## src/rtl/particle_euler_step_defines.svh

```systemverilog
// Assertion macros for the particle step block.
// Used by the top level only; needs nothing else.
`ifndef PARTICLE_EULER_STEP_DEFINES_SVH
`define PARTICLE_EULER_STEP_DEFINES_SVH

// Implication checked in the same cycle.
`define PE_ASSERT_IMP(label, clk, rst_n, a, b, msg) \
  label: assert property (@(posedge clk) disable iff (!rst_n) (a) |-> (b)) else $error(msg);

// Implication checked in the next cycle.
`define PE_ASSERT_NXT(label, clk, rst_n, a, b, msg) \
  label: assert property (@(posedge clk) disable iff (!rst_n) (a) |=> (b)) else $error(msg);

`endif

```

## src/rtl/pe_pkg.sv

```systemverilog
// Shared types and constants for the particle step pipeline.
// No dependencies.
package pe_pkg;

  localparam int COORD_WIDTH_DEF = 32;
  localparam int FRAC_BITS_DEF   = 16;
  localparam int RATIO_BITS      = 16;
  localparam int AGE_W           = 31;
  localparam int FIELD_W         = 32;
  localparam int CFG_IDX_W       = 3;
  localparam int MOTION_LAT      = 4;
  localparam int DIV_LAT         = RATIO_BITS;
  localparam int BLEND_LAT       = 1;

  typedef enum logic [CFG_IDX_W-1:0] {
    REG_GRAV_X      = 3'd0,
    REG_GRAV_Y      = 3'd1,
    REG_GRAV_Z      = 3'd2,
    REG_COLOR_START = 3'd3,
    REG_COLOR_END   = 3'd4,
    REG_SIZE_START  = 3'd5,
    REG_SIZE_END    = 3'd6
  } pe_reg_e;

  // Record handed to the motion unit.
  typedef struct packed {
    logic                          live;
    logic [AGE_W-1:0]              age;
    logic [AGE_W-1:0]              dt;
    logic [2:0][FIELD_W-1:0]       vel;
    logic [2:0][FIELD_W-1:0]       pos;
  } pe_rec_t;

  // Motion unit result.
  typedef struct packed {
    logic                          live;
    logic [AGE_W-1:0]              age;
    logic [2:0][FIELD_W-1:0]       vel;
    logic [2:0][FIELD_W-1:0]       pos;
  } pe_mot_t;

endpackage

```

## src/rtl/pe_div.sv

```systemverilog
// Pipelined restoring divider: floor(age * 2^16 / life), one quotient bit a stage.
// Depends on pe_pkg. Result is meaningful only while age < life.
module pe_div (
  input  logic                          clk,
  input  logic                          en,
  input  logic [pe_pkg::AGE_W-1:0]      age,
  input  logic [pe_pkg::AGE_W-1:0]      life,
  output logic [pe_pkg::RATIO_BITS-1:0] ratio
);
  import pe_pkg::*;

  logic [AGE_W-1:0]      rem_r  [DIV_LAT];
  logic [AGE_W-1:0]      life_r [DIV_LAT];
  logic [RATIO_BITS-1:0] quo_r  [DIV_LAT];

  for (genvar k = 0; k < DIV_LAT; k++) begin : g_stage
    logic [AGE_W-1:0]      rem_in, life_in;
    logic [RATIO_BITS-1:0] quo_in;
    logic [AGE_W:0]        trial;
    logic                  take;

    if (k == 0) begin : g_first
      assign rem_in  = age;
      assign life_in = life;
      assign quo_in  = '0;
    end else begin : g_next
      assign rem_in  = rem_r[k-1];
      assign life_in = life_r[k-1];
      assign quo_in  = quo_r[k-1];
    end

    assign trial = {rem_in, 1'b0};
    assign take  = trial >= {1'b0, life_in};

    always_ff @(posedge clk) begin
      if (en) begin
        rem_r[k]  <= take ? AGE_W'(trial - {1'b0, life_in}) : trial[AGE_W-1:0];
        life_r[k] <= life_in;
        quo_r[k]  <= {quo_in[RATIO_BITS-2:0], take};
      end
    end
  end

  assign ratio = quo_r[DIV_LAT-1];

endmodule

```

## config.mk

```make
export PLATFORM = sky130hd
export DESIGN_NAME = pe_div
export DESIGN_NICKNAME = d
export VERILOG_FILES = /design/src/rtl/particle_euler_step_defines.svh /design/src/rtl/pe_pkg.sv /design/src/rtl/pe_div.sv
export SDC_FILE = /design/constraint.sdc
export NUM_CORES = 2
export LEC_CHECK = 0
export BUFFER_PORTS_ARGS = -buffer_cell sky130_fd_sc_hd__buf_4
export CAP_MARGIN = 20
export CORE_MARGIN = 2
export CORE_UTILIZATION = 69
export DETAILED_ROUTE_END_ITERATION = 16
export PLACE_DENSITY = 0.86
export SKIP_CTS_REPAIR_TIMING = 1
export SLEW_MARGIN = 15
export SYNTH_ARGS = -nofsm -noshare
export SYNTH_HDL_FRONTEND = slang
export SYNTH_SLANG_ARGS = --single-unit
```

## constraint.sdc

```tcl
create_clock -name clk -period 10.3 [get_ports clk]
set_clock_uncertainty 0.1 [all_clocks]
set_input_delay 0.515 -clock clk [delete_from_list [all_inputs] [get_ports clk]]
set_output_delay 0.515 -clock clk [all_outputs]
set_load 0.01 [all_outputs]
```

======== Word level (Yosys, flattened, before mapping) ========
Memory sizes are Yosys's and may differ from the RTL's.
Index checks and enable logic that the tools add are counted.
storage, ports and cells
  memories ................................ 3
  logic and storage cells ................. 53
  output and inout bits ................... 16
  flip-flop bits (word level) ............. 0
  bits of input ports ..................... 64
  RAM bits ................................ 1248
memories
  name    words  bits a word  read ports  clocked after memory_dff  write ports  RTL line      source
  life_r  16     31           15          0                         16           pe_div.sv:13  logic [AGE_W-1:0] life_r [DIV_LAT];
  rem_r   16     31           15          0                         16           pe_div.sv:12  logic [AGE_W-1:0] rem_r [DIV_LAT];
  quo_r   16     16           16          0                         16           pe_div.sv:14  logic [RATIO_BITS-1:0] quo_r [DIV_LAT];
cells by class
  mux-type cells .......................... 18
  $add $sub $neg .......................... 16
  magnitude comparators ................... 16
operators with widths
  cell              number
  $ge A32 B31 Y1    16
  $mux W31          16
  $sub A31 B31 Y31  16
  $mux W1           2

======== Depth between registers and ports, before layout ========
An unclocked memory read counts as a cell.
  depth in word-level cells ............... 3
  depth in mapped cells ................... 16
  gate-level depth less buffers ........... 12

======== Worst setup path before layout ========
Ideal clock, no wire load.
  path kind ............................... register to register
  start point ............................. mem rem_r[9][0], in the netlist rem_r[1][31]
  end point ............................... mem rem_r[10][14], in the netlist rem_r[1][76], data pin
  slack ................................... 6.820 ns
  clock period less this slack ............ 3.480 ns
  stages on the path, launching flop included .. 12
  arrival time ............................ 3.118 ns
  library setup time ...................... 0.262 ns
  path buffers ............................ 1
  cells stage by stage .................... edfxtp_1 fa_1 a21o_1 a21oi_1 o21ai_1 o21a_1 a31oi_1 a31o_2 a21oi_1 a2111oi_4 buf_2 mux2_1
RTL lines
  what         RTL line
  from (decl)  pe_div.sv:12

==> impl_metrics.ini <==
[synth]
synth_area_leaders = edfxtp_1, ha_1, a21oi_1, inv_1, xnor2_1
syn_inst = 5672
syn-num-nets = 6246
ys_types = 93
syn_area_um2 = 62300
synth_top_area_cell = edfxtp_1
synth_ff_type = edfxtp_1
yosysWarnings = 0
synth_edf_count = 1066
yosysSeqAreaShare = 0.514
syn_avg_cell_area_um2 = 11.0
ys_ff_latch = 1066
async_flop_share = 0
synth.top_cell.area_share = 0.514

[placed_design]
place_congestion = 0.968
place_hpwl_um = 96400
io_buffers = 79

[clock_network]
clockRootBuffer = clkbuf_16
clock-sinks = 1066
clock_path_buffers = 3
cts_tree = built
insertion_delay_ns = 0.70
cts_buffers = 110
cts.htree.levels = 3
clk_pin_slew_ns = 0.06

[timing]
timing.hold.ws_ns = 0.0210
hold_violations = 0
clock.fmax_mhz = 223
fin_setup_tns_ns = 0
min_period_ns = 4.49
worst_slew_pin_slew_ns = 1.10
period_share = 0.436
final-setup-viol-count = 0
drv_slew = 0
relSlewSlack = 0.259
rsz0062_at_grt = false

[grt]
antenna_found_initial = 0
grt_max_degree = 171
grt_usage = 0.279
grt_pass1_wl_um = 211000
gr-total-overflow = 0
grt_pass1_vias = 44145

[floorplanning]
die-area_um2 = 92700
die_width_um = 305
die_h_um = 305
coreArea_um2 = 89700
io_pins = 80
start_util = 0.694
rows = 110

[worst_setup_path]
slowest_stage = fa_1
cp-end-kind = register
required_ns = 10.65
crit_path_max_fanout = 46
cpLargestDelayFamily = compound AO/OA/AOI/OAI gates
crit_buf_inv = 1
critPathMaxStageDelay_ns = 0.51
cp_cell_sequence = fa_1, a21o_1, a21o_1, a31oi_1, o211a_1, or3_1, nand3_1, or2_1, a22oi_2, buf_4, mux2_2
worstSetupStartpointType = register
cp.arrival_ns = 4.84
critPathKind = register to register
crit_top_cell = a21o_1

[hold_path]
hold_class = primary input to register

[power_and_ir_drop]
seq_power_share = 0.339
ir_drop_v = 0.000167
swShare = 0.381
pwr-share-comb = 0.477
switching_power_mw = 8.03
internal_power_mw = 13.1
powerDensity_nw_per_um2 = 310
power_frac_clock = 0.184
p_leak_nw = 28.4

[detailed_routing]
met1_length_um = 44600
highest_layer = met4
wl_met3_um = 4050
routedWlPerCell_um = 18.5
dr.pass1.iters = 6
vias = 42911
drcViolationCount = 0
final_antenna_net_count = 0
wl_um = 131000
drtIter0Drc = 2813
vias_per_cell = 6.07
wl_met2_um = 73500

[finish]
drive_gt1_frac = 0.0732
nFillCells = 5722
n_antenna_cell = 0
fin_nets = 6366
layout_commonest_cell = edfxtp_1
syn_to_final_growth_pct = 9.17
fin_util = 0.758
final_cell_mix = edfxtp_1, inv_1, ha_1

[job]
cap_violations = 0

[outcome]
status = completed
-- Yosys cell counts (all sizes together) (10+ instances only) --
| cell type | instances |
|---|---|
| xnor2 | 244 |
| and3 | 43 |
| a41oi | 16 |
| o221ai | 10 |
| or3 | 10 |
| edfxtp | 1066 |
| nor4 | 10 |
| a211oi | 38 |
| or2 | 18 |
| o21ai | 437 |
| o211ai | 31 |
| nor3 | 52 |
| ha | 495 |
| nand2 | 448 |
| and4 | 10 |
| nor2b | 57 |
| buf | 35 |
| o21bai | 66 |
| nand3b | 11 |
| o21a | 37 |
| a31oi | 60 |
| a21o | 250 |
| nand3 | 95 |
| clkbuf | 93 |
| mux2 | 155 |
| fa | 15 |
| a31o | 13 |
| a221oi | 11 |
| nor2 | 281 |
| nand2b | 47 |
| nand4 | 58 |
| a2111oi | 12 |
| xor2 | 171 |
| a21oi | 487 |
| and2 | 37 |
| o31ai | 22 |
| inv | 609 |
| a211o | 11 |
-- path summary, 6_finish.rpt --
| kind | start | end | slack, ns | depth (start not counted) |
|---|---|---|---|---|
| setup / recovery | rem_r[1][155] | rem_r[1][195] | 5.81 | 11 |
| hold / removal | age[18] | rem_r[0][19] | 0.02 | 2 |
| setup reg to reg | rem_r[1][155] | rem_r[1][195] | 5.81 | 11 |
| hold reg to reg | quo_r[1][33] | quo_r[1][50] | 0.31 | 0 |
-- final cells by class --
cell class / count / area, µm² / area share
tap: 1176 / 1470 / 0.0216
inverter: 609 / 2290 / 0.0336
clock inverter: 67 / 647 / 0.00951
timing repair buffer: 136 / 1180 / 0.0173
clock buffer: 141 / 2890 / 0.0425
sequential: 1066 / 32000 / 0.471
multi-input combinational: 3869 / 27500 / 0.405
-- power by group through the flow --
| stage | combinational (mW) | clock, mW | sequential (mW) |
|---|---|---|---|
| floorplan | 7.72 | 0 | 6.98 |
| global placement | 9.47 | 0 | 7.17 |
| detailed placement | 9.83 | 0 | 7.21 |
| CTS | 9.94 | 3.94 | 7.14 |
| global route | 11.1 | 4.12 | 7.26 |
| finish | 10.1 | 3.89 | 7.15 |
-- logic make-up after synthesis --
group | count (synthesis) | share of synthesized area
compound gates | 1587 | 0.159
xor+xnor | 415 | 0.0583
fa+ha+maj | 510 | 0.104
buf+inv | 737 | 0.0455
flops | 1066 | 0.514
mux | 159 | 0.0303
simple gates | 1198 | 0.0895
-- layer usage --
metal,track usage,vias to the layer above
met5,0,-
met4,0.171,0
met3,0.0281,448
met2,0.566,1191
met1,0.264,20325
li1,-,20947
-- state kept, by name (all words and copies together), names as in the netlist --
signal  cells
quo_r     136
life_r    465
rem_r     465
-- metrics by stage --
step,power [mW],setup slack [ns],area (µm²),instances
floorplan,14.7,6.82,62300,5672
global placement,16.6,6.04,64200,6824
detailed placement,17.0,5.88,64200,6824
CTS,21.0,5.76,67700,7032
global route,22.5,5.56,68000,7064
finish,21.1,5.81,68000,7064
Power figures use the tool's default switching activity.
