$ cat src/rtl/particle_euler_step_defines.svh
// Assertion macros for the particle step block.
// Used by the top level only; needs nothing else.
`ifndef PARTICLE_EULER_STEP_DEFINES_SVH
`define PARTICLE_EULER_STEP_DEFINES_SVH

// Implication checked in the same cycle.
`define PE_ASSERT_IMP(label, clk, rst_n, a, b, msg) \
  label: assert property (@(posedge clk) disable iff (!rst_n) (a) |-> (b)) else $error(msg);

// Implication checked in the next cycle.
`define PE_ASSERT_NXT(label, clk, rst_n, a, b, msg) \
  label: assert property (@(posedge clk) disable iff (!rst_n) (a) |=> (b)) else $error(msg);

`endif

$ cat src/rtl/pe_pkg.sv
// Shared types and constants for the particle step pipeline.
// No dependencies.
package pe_pkg;

  localparam int COORD_WIDTH_DEF = 32;
  localparam int FRAC_BITS_DEF   = 16;
  localparam int RATIO_BITS      = 16;
  localparam int AGE_W           = 31;
  localparam int FIELD_W         = 32;
  localparam int CFG_IDX_W       = 3;
  localparam int MOTION_LAT      = 4;
  localparam int DIV_LAT         = RATIO_BITS;
  localparam int BLEND_LAT       = 1;

  typedef enum logic [CFG_IDX_W-1:0] {
    REG_GRAV_X      = 3'd0,
    REG_GRAV_Y      = 3'd1,
    REG_GRAV_Z      = 3'd2,
    REG_COLOR_START = 3'd3,
    REG_COLOR_END   = 3'd4,
    REG_SIZE_START  = 3'd5,
    REG_SIZE_END    = 3'd6
  } pe_reg_e;

  // Record handed to the motion unit.
  typedef struct packed {
    logic                          live;
    logic [AGE_W-1:0]              age;
    logic [AGE_W-1:0]              dt;
    logic [2:0][FIELD_W-1:0]       vel;
    logic [2:0][FIELD_W-1:0]       pos;
  } pe_rec_t;

  // Motion unit result.
  typedef struct packed {
    logic                          live;
    logic [AGE_W-1:0]              age;
    logic [2:0][FIELD_W-1:0]       vel;
    logic [2:0][FIELD_W-1:0]       pos;
  } pe_mot_t;

endpackage

$ cat src/rtl/pe_blend.sv
// Linear colour and size interpolation by the life ratio, one register stage.
// Depends on pe_pkg.
module pe_blend (
  input  logic                          clk,
  input  logic                          en,
  input  logic [pe_pkg::RATIO_BITS-1:0] ratio,
  input  logic [31:0]                   color_start,
  input  logic [31:0]                   color_end,
  input  logic [15:0]                   size_start,
  input  logic [15:0]                   size_end,
  output logic [pe_pkg::RATIO_BITS-1:0] ratio_out,
  output logic [31:0]                   color,
  output logic [15:0]                   size
);
  import pe_pkg::*;

  logic [31:0]           color_nxt, color_r;
  logic [15:0]           size_nxt, size_r;
  logic [RATIO_BITS-1:0] ratio_r;
  logic signed [8:0]     cd   [4];
  logic signed [25:0]    cp   [4];
  logic signed [16:0]    sd;
  logic signed [33:0]    sp;

  // Only the low bits of the floored product matter after the wrap to channel width.
  always_comb begin
    for (int i = 0; i < 4; i++) begin
      cd[i] = $signed({1'b0, color_end[8*i +: 8]}) - $signed({1'b0, color_start[8*i +: 8]});
      cp[i] = cd[i] * $signed({1'b0, ratio});
      color_nxt[8*i +: 8] = color_start[8*i +: 8] + cp[i][23:16];
    end
    sd       = $signed({1'b0, size_end}) - $signed({1'b0, size_start});
    sp       = sd * $signed({1'b0, ratio});
    size_nxt = size_start + sp[31:16];
  end

  always_ff @(posedge clk) begin
    if (en) begin
      color_r <= color_nxt;
      size_r  <= size_nxt;
      ratio_r <= ratio;
    end
  end

  assign color     = color_r;
  assign size      = size_r;
  assign ratio_out = ratio_r;

endmodule

$ cat config.mk
export PLATFORM = sky130hd
export DESIGN_NAME = pe_blend
export DESIGN_NICKNAME = d
export VERILOG_FILES = /design/src/rtl/particle_euler_step_defines.svh /design/src/rtl/pe_pkg.sv /design/src/rtl/pe_blend.sv
export SDC_FILE = /design/constraint.sdc
export NUM_CORES = 2
export LEC_CHECK = 0
export ABC_AREA = 1
export ABC_CLOCK_PERIOD_IN_PS = 10950
export BUFFER_PORTS_ARGS = -buffer_cell sky130_fd_sc_hd__buf_2
export CAP_MARGIN = 30
export CORE_MARGIN = 3
export CORE_UTILIZATION = 57
export DETAILED_ROUTE_END_ITERATION = 16
export PLACE_DENSITY = 0.75
export SKIP_CTS_REPAIR_TIMING = 1
export SLEW_MARGIN = 20
export SYNTH_ARGS = -nofsm -noshare
export SYNTH_HDL_FRONTEND = slang
export SYNTH_SLANG_ARGS = --single-unit
export TNS_END_PERCENT = 30
$ cat constraint.sdc
create_clock -name clk -period 10.95 [get_ports clk]
set_input_delay 1.6425 -clock clk [delete_from_list [all_inputs] [get_ports clk]]
set_output_delay 1.6425 -clock clk [all_outputs]
set_load 0.005 [all_outputs]
== After elaboration in Yosys (flattened, before gate mapping) ==
Cells that the tools add are included.
W data, S select, Z words.
Word-level totals
  flip-flop bits (word level): 64
  bits in latches: 0
  bits in writable memories: 0
  ROM bits: 0
  input bits: 114
  output and inout bits: 64
  word-level logic and storage cells: 18
  memories: 0
Operators by class
  add/subtract/negate cells: 10
  $mul: 5
  divide/modulo/power cells: 0
  magnitude comparators: 0
  equal/unequal tests: 0
  shift-type cells: 0
  multiplexer cells: 0
  bitwise logic cells: 0
  reduce and logical (&&, ||, !) cells: 0
Operators by type and width (count)
  $mul A9 B17 Y24: 4
  $sub A8 B8 Y9: 4
  $add A8 B8 Y8: 4
  $mul A17 B17 Y32: 1
  $sub A16 B16 Y17: 1
  $add A16 B16 Y16: 1

== Longest topological paths before layout ==
  depth in word-level cells: 3
  gate-level depth with buffers: 48
  depth with buffers taken out: 47

== Least setup slack after synthesis ==
Ideal clock, no wire load.
  path type: input to register
  start point: input port size_start[5]
  end point: register size_r[10], in the netlist size[10] (data pin)
  library setup time: 0.258 ns
  arrival time: 9.059 ns
  data required time: 10.692 ns
  slack: 1.634 ns
  stages on the path: 42
  path buffers: 1
  cell sequence: inv_1 ha_1 a21o_1 a21boi_2 o21ai_4 a21boi_2 inv_1 or2_1 buf_2 nand2_2 nor2_1 fa_1 inv_1 fa_1 inv_1 fa_1 inv_1 fa_1 (+6 left out) nand2_1 nor2_1 inv_1 nor3_1 a21oi_1 o21bai_1 nand2_1 nand2_1 xor2_1 ha_1 a21oi_1 nand2_1 a21boi_0 o21ai_0 a21oi_1 nor2_1 nor2_1 xnor2_1
On the way
  longest elaborated chain between the ends: 3
RTL lines
  start: declaration: line pe_blend.sv:9  | input logic [15:0] size_start,
  $sub A16 B16 Y17: line pe_blend.sv:32  | sd = $signed({1'b0, size_end}) - $signed({1'b0, size_start});
  $mul A17 B17 Y32: line pe_blend.sv:33  | sp = sd * $signed({1'b0, ratio});
  $add A16 B16 Y16 (*): line pe_blend.sv:34  | size_nxt = size_start + sp[31:16];
  via size_nxt[10]: line pe_blend.sv:18  | logic [15:0] size_nxt, size_r;
  end signal: assignment: line pe_blend.sv:40  | size_r <= size_nxt;
  end: declaration: line pe_blend.sv:18
The timed path passes the listed nets; every way through them passes the cells marked *.
A chain may end at the register's enable or synchronous reset.

== Worst setup path after layout ==
  start point: input port size_start[0]
  end point: register size_r[13], in the netlist size[13] (data pin)
Same word-level chain as after synthesis.

==> summary.md <==
| Metric | Value |
|---|---|
| Outcome | finished, final reports clean |
| Grt ovf | 0 |
| Post-route ant nets | 0 |
| Critical Path Most Common Cell | nand2_1 |
| H-tree lvl count | 3 |
| GR Layer Usage met2 | 47.12% |
| Period utilization | 92.28% |
| DP HPWL | 70770 um |
| Num CTS Buffers | 9 |
| Most numerous cell in the Yosys netlist | inv_1 |
| DR WL/cell | 17.78 um |
| IO Pins | 178 |
| Routed WL | 90020 um |
| Vias post-DR | 27822 |
| Async SR Flop Fraction | 0% |
| Commonest cells post-synth | inv_1 (999), nand2_1 (841), fa_1 (667), nor2_1 (395), ha_1 (394) |
| Prevailing post-synth register cell | edfxtp_1 |
| Area leader, netlist | fa_1 |
| CTS root buf | clkbuf_16 |
| Initial DRC count | 2506 |
| Initial antenna violation count | 0 |
| Post-synth EDFFs | 64 |
| Synth warn | 0 |
| Share of cells above drive strength 1 | 6.699% |
| Chip Width | 247.8 um |
| Crit path required time | 11.09 ns |
| Setup TNS | 0 ns |
| Max stage delay cell, worst path | fa_1 |
| Die Footprint | 0.06141 mm^2 |
| Unique masters post-synth | 47 |
| CTS tree | yes |
| Clock net sink count | 64 |
| Hold Crit Class | input pin to flop |
| Most used routing layer | met2 |
| Syn nets | 5372 |
| Max FO, Critical Path | 16 |
| Met1 Use GR | 42.71% |
| IO buf count | 177 |
| Mapped Avg Cell Area | 7.942 um^2 |
| Hold path depth | 2 |
| Die height | 247.8 um |
| Antenna cells | 0 |
| Arrival time worst endpoint | 10.24 ns |
| Max Cap Violations | 0 |
| Worst Setup Path Type | input pin to flop |
| Critical Path Sink Type | flop |
| Place WS | 0.6026 ns |
| Final setup violation count | 0 |
| Starting Density | 57.66% |
| Synth top area cells | fa_1 (40%), ha_1 (15%), inv_1 (11%), nand2_1 (9.5%), edfxtp_1 (5.8%) |
| FF+latch count, synth | 64 |
| Pin count of the biggest net entering global routing | 65 |
| Num rows | 88 |
| Slew headroom | 41.41% |
| Setup slack after layout | 0.8454 ns |
| Fmax | 98.97 MHz |
| Post-synth top area share | 40.06% |
| Final hold slack | 1.569 ns |
| Pre-antenna DRT Iters | 6 |
| Mapped cell area | 0.03333 mm^2 |
| Sequential fraction of the synthesis area | 5.766% |
| Worst Max-Slew Pin Slew | 0.8776 ns |
| Startpoint Class | input pin |
| Clock transition at path regs | 0.06 ns |
| Slew Viols, Final | 0 |
| Nets@finish | 5469 |
| RSZ-0062 raised after global routing | no |
| Largest stage delay, worst path | 0.58 ns |
| CTS Buffer Depth | 2 |
| GR Util met3 | 7.249% |
| DRC Markers | 0 |
| Min cycle time layout | 10.10 ns |
| Core ar. | 0.05781 mm^2 |
| Synth Instances | 4197 |
| Via density | 5.494 |
| GRT Total Usage | 30.35% |
| Global-route wire length before repair | 145000 um |
| Number of global-route vias before repair | 27779 |
| Final hold violations | 0 |
| Routability cong. | 0.9451 |
| P&R area growth vs syn | 5.973% |
[layer usage]
metal / up-vias / share of wire (%)
met5: - / 0
met3: 174 / 11
met2: 1283 / 44
met4: 0 / 2.8
li1: 12771 / -
met1: 13594 / 41
[critical path: cells and delay by family]
family                   cells  cell delay, ns
XOR/XNOR                     2            0.27
buffers and inverters        6            0.54
AO/OA/AOI/OAI                7            1.24
adder cells (fa/ha/maj)     10            4.44
AND/OR/NAND/NOR             16            2.09
[cell usage in the layout (no fill, tap or decap), types with 64 or more instances in the layout]
cell	n
nand3_1	165
buf_2	176
edfxtp_1	64
o21ai_0	68
ha_1	394
xor2_1	70
nand2_1	841
inv_1	999
nor2_1	395
fa_1	667
a21oi_1	181
[final timing paths]
path | start | to
max | size_start[0] | size[13]$_DFFE_PP_
min | color_start[0] | color[0]$_DFFE_PP_
[stage by stage]
step / cells / util, % / instance area (um^2)
floorplan: 4197 / - / 33330
global placement: 5045 / 60.51 / 34980
detailed placement: 5046 / 60.54 / 34990
CTS: 5062 / 61.05 / 35290
global route: 5064 / 61.10 / 35320
finish: 5064 / 61.10 / 35320
[final cells by class]
| class | instances | area [um^2] |
|---|---|---|
| Sequential cell | 64 | 1922 |
| Clock inverter | 6 | 67.56 |
| Clock buffer | 10 | 229.0 |
| Inverter | 1013 | 3802 |
| Tap cell | 765 | 957.2 |
| Multi-Input combinational cell | 2981 | 27070 |
| Timing Repair Buffer | 225 | 1272 |
| Fill cell | 5170 | 22480 |
[sequential cells by signal (all words and copies together) (netlist names)]
register	count
ratio_out	16
size	16
color	32
[kinds of logic (layout without fill, tap and decap cells)]
logic type	count (synthesis)	after routing	share of synthesized area (%)
adder cells (fa/ha/maj)	1061	1061	54.85
XOR/XNOR	100	100	2.729
flip-flops	64	64	5.766
AO/OA/AOI/OAI	319	319	5.372
buffers and inverters	1152	1254	13.04
AND/OR/NAND/NOR	1501	1501	18.24
Power is not shown: default switching activity piles up to over one toggle a cycle in this logic, so the estimate is an artifact.
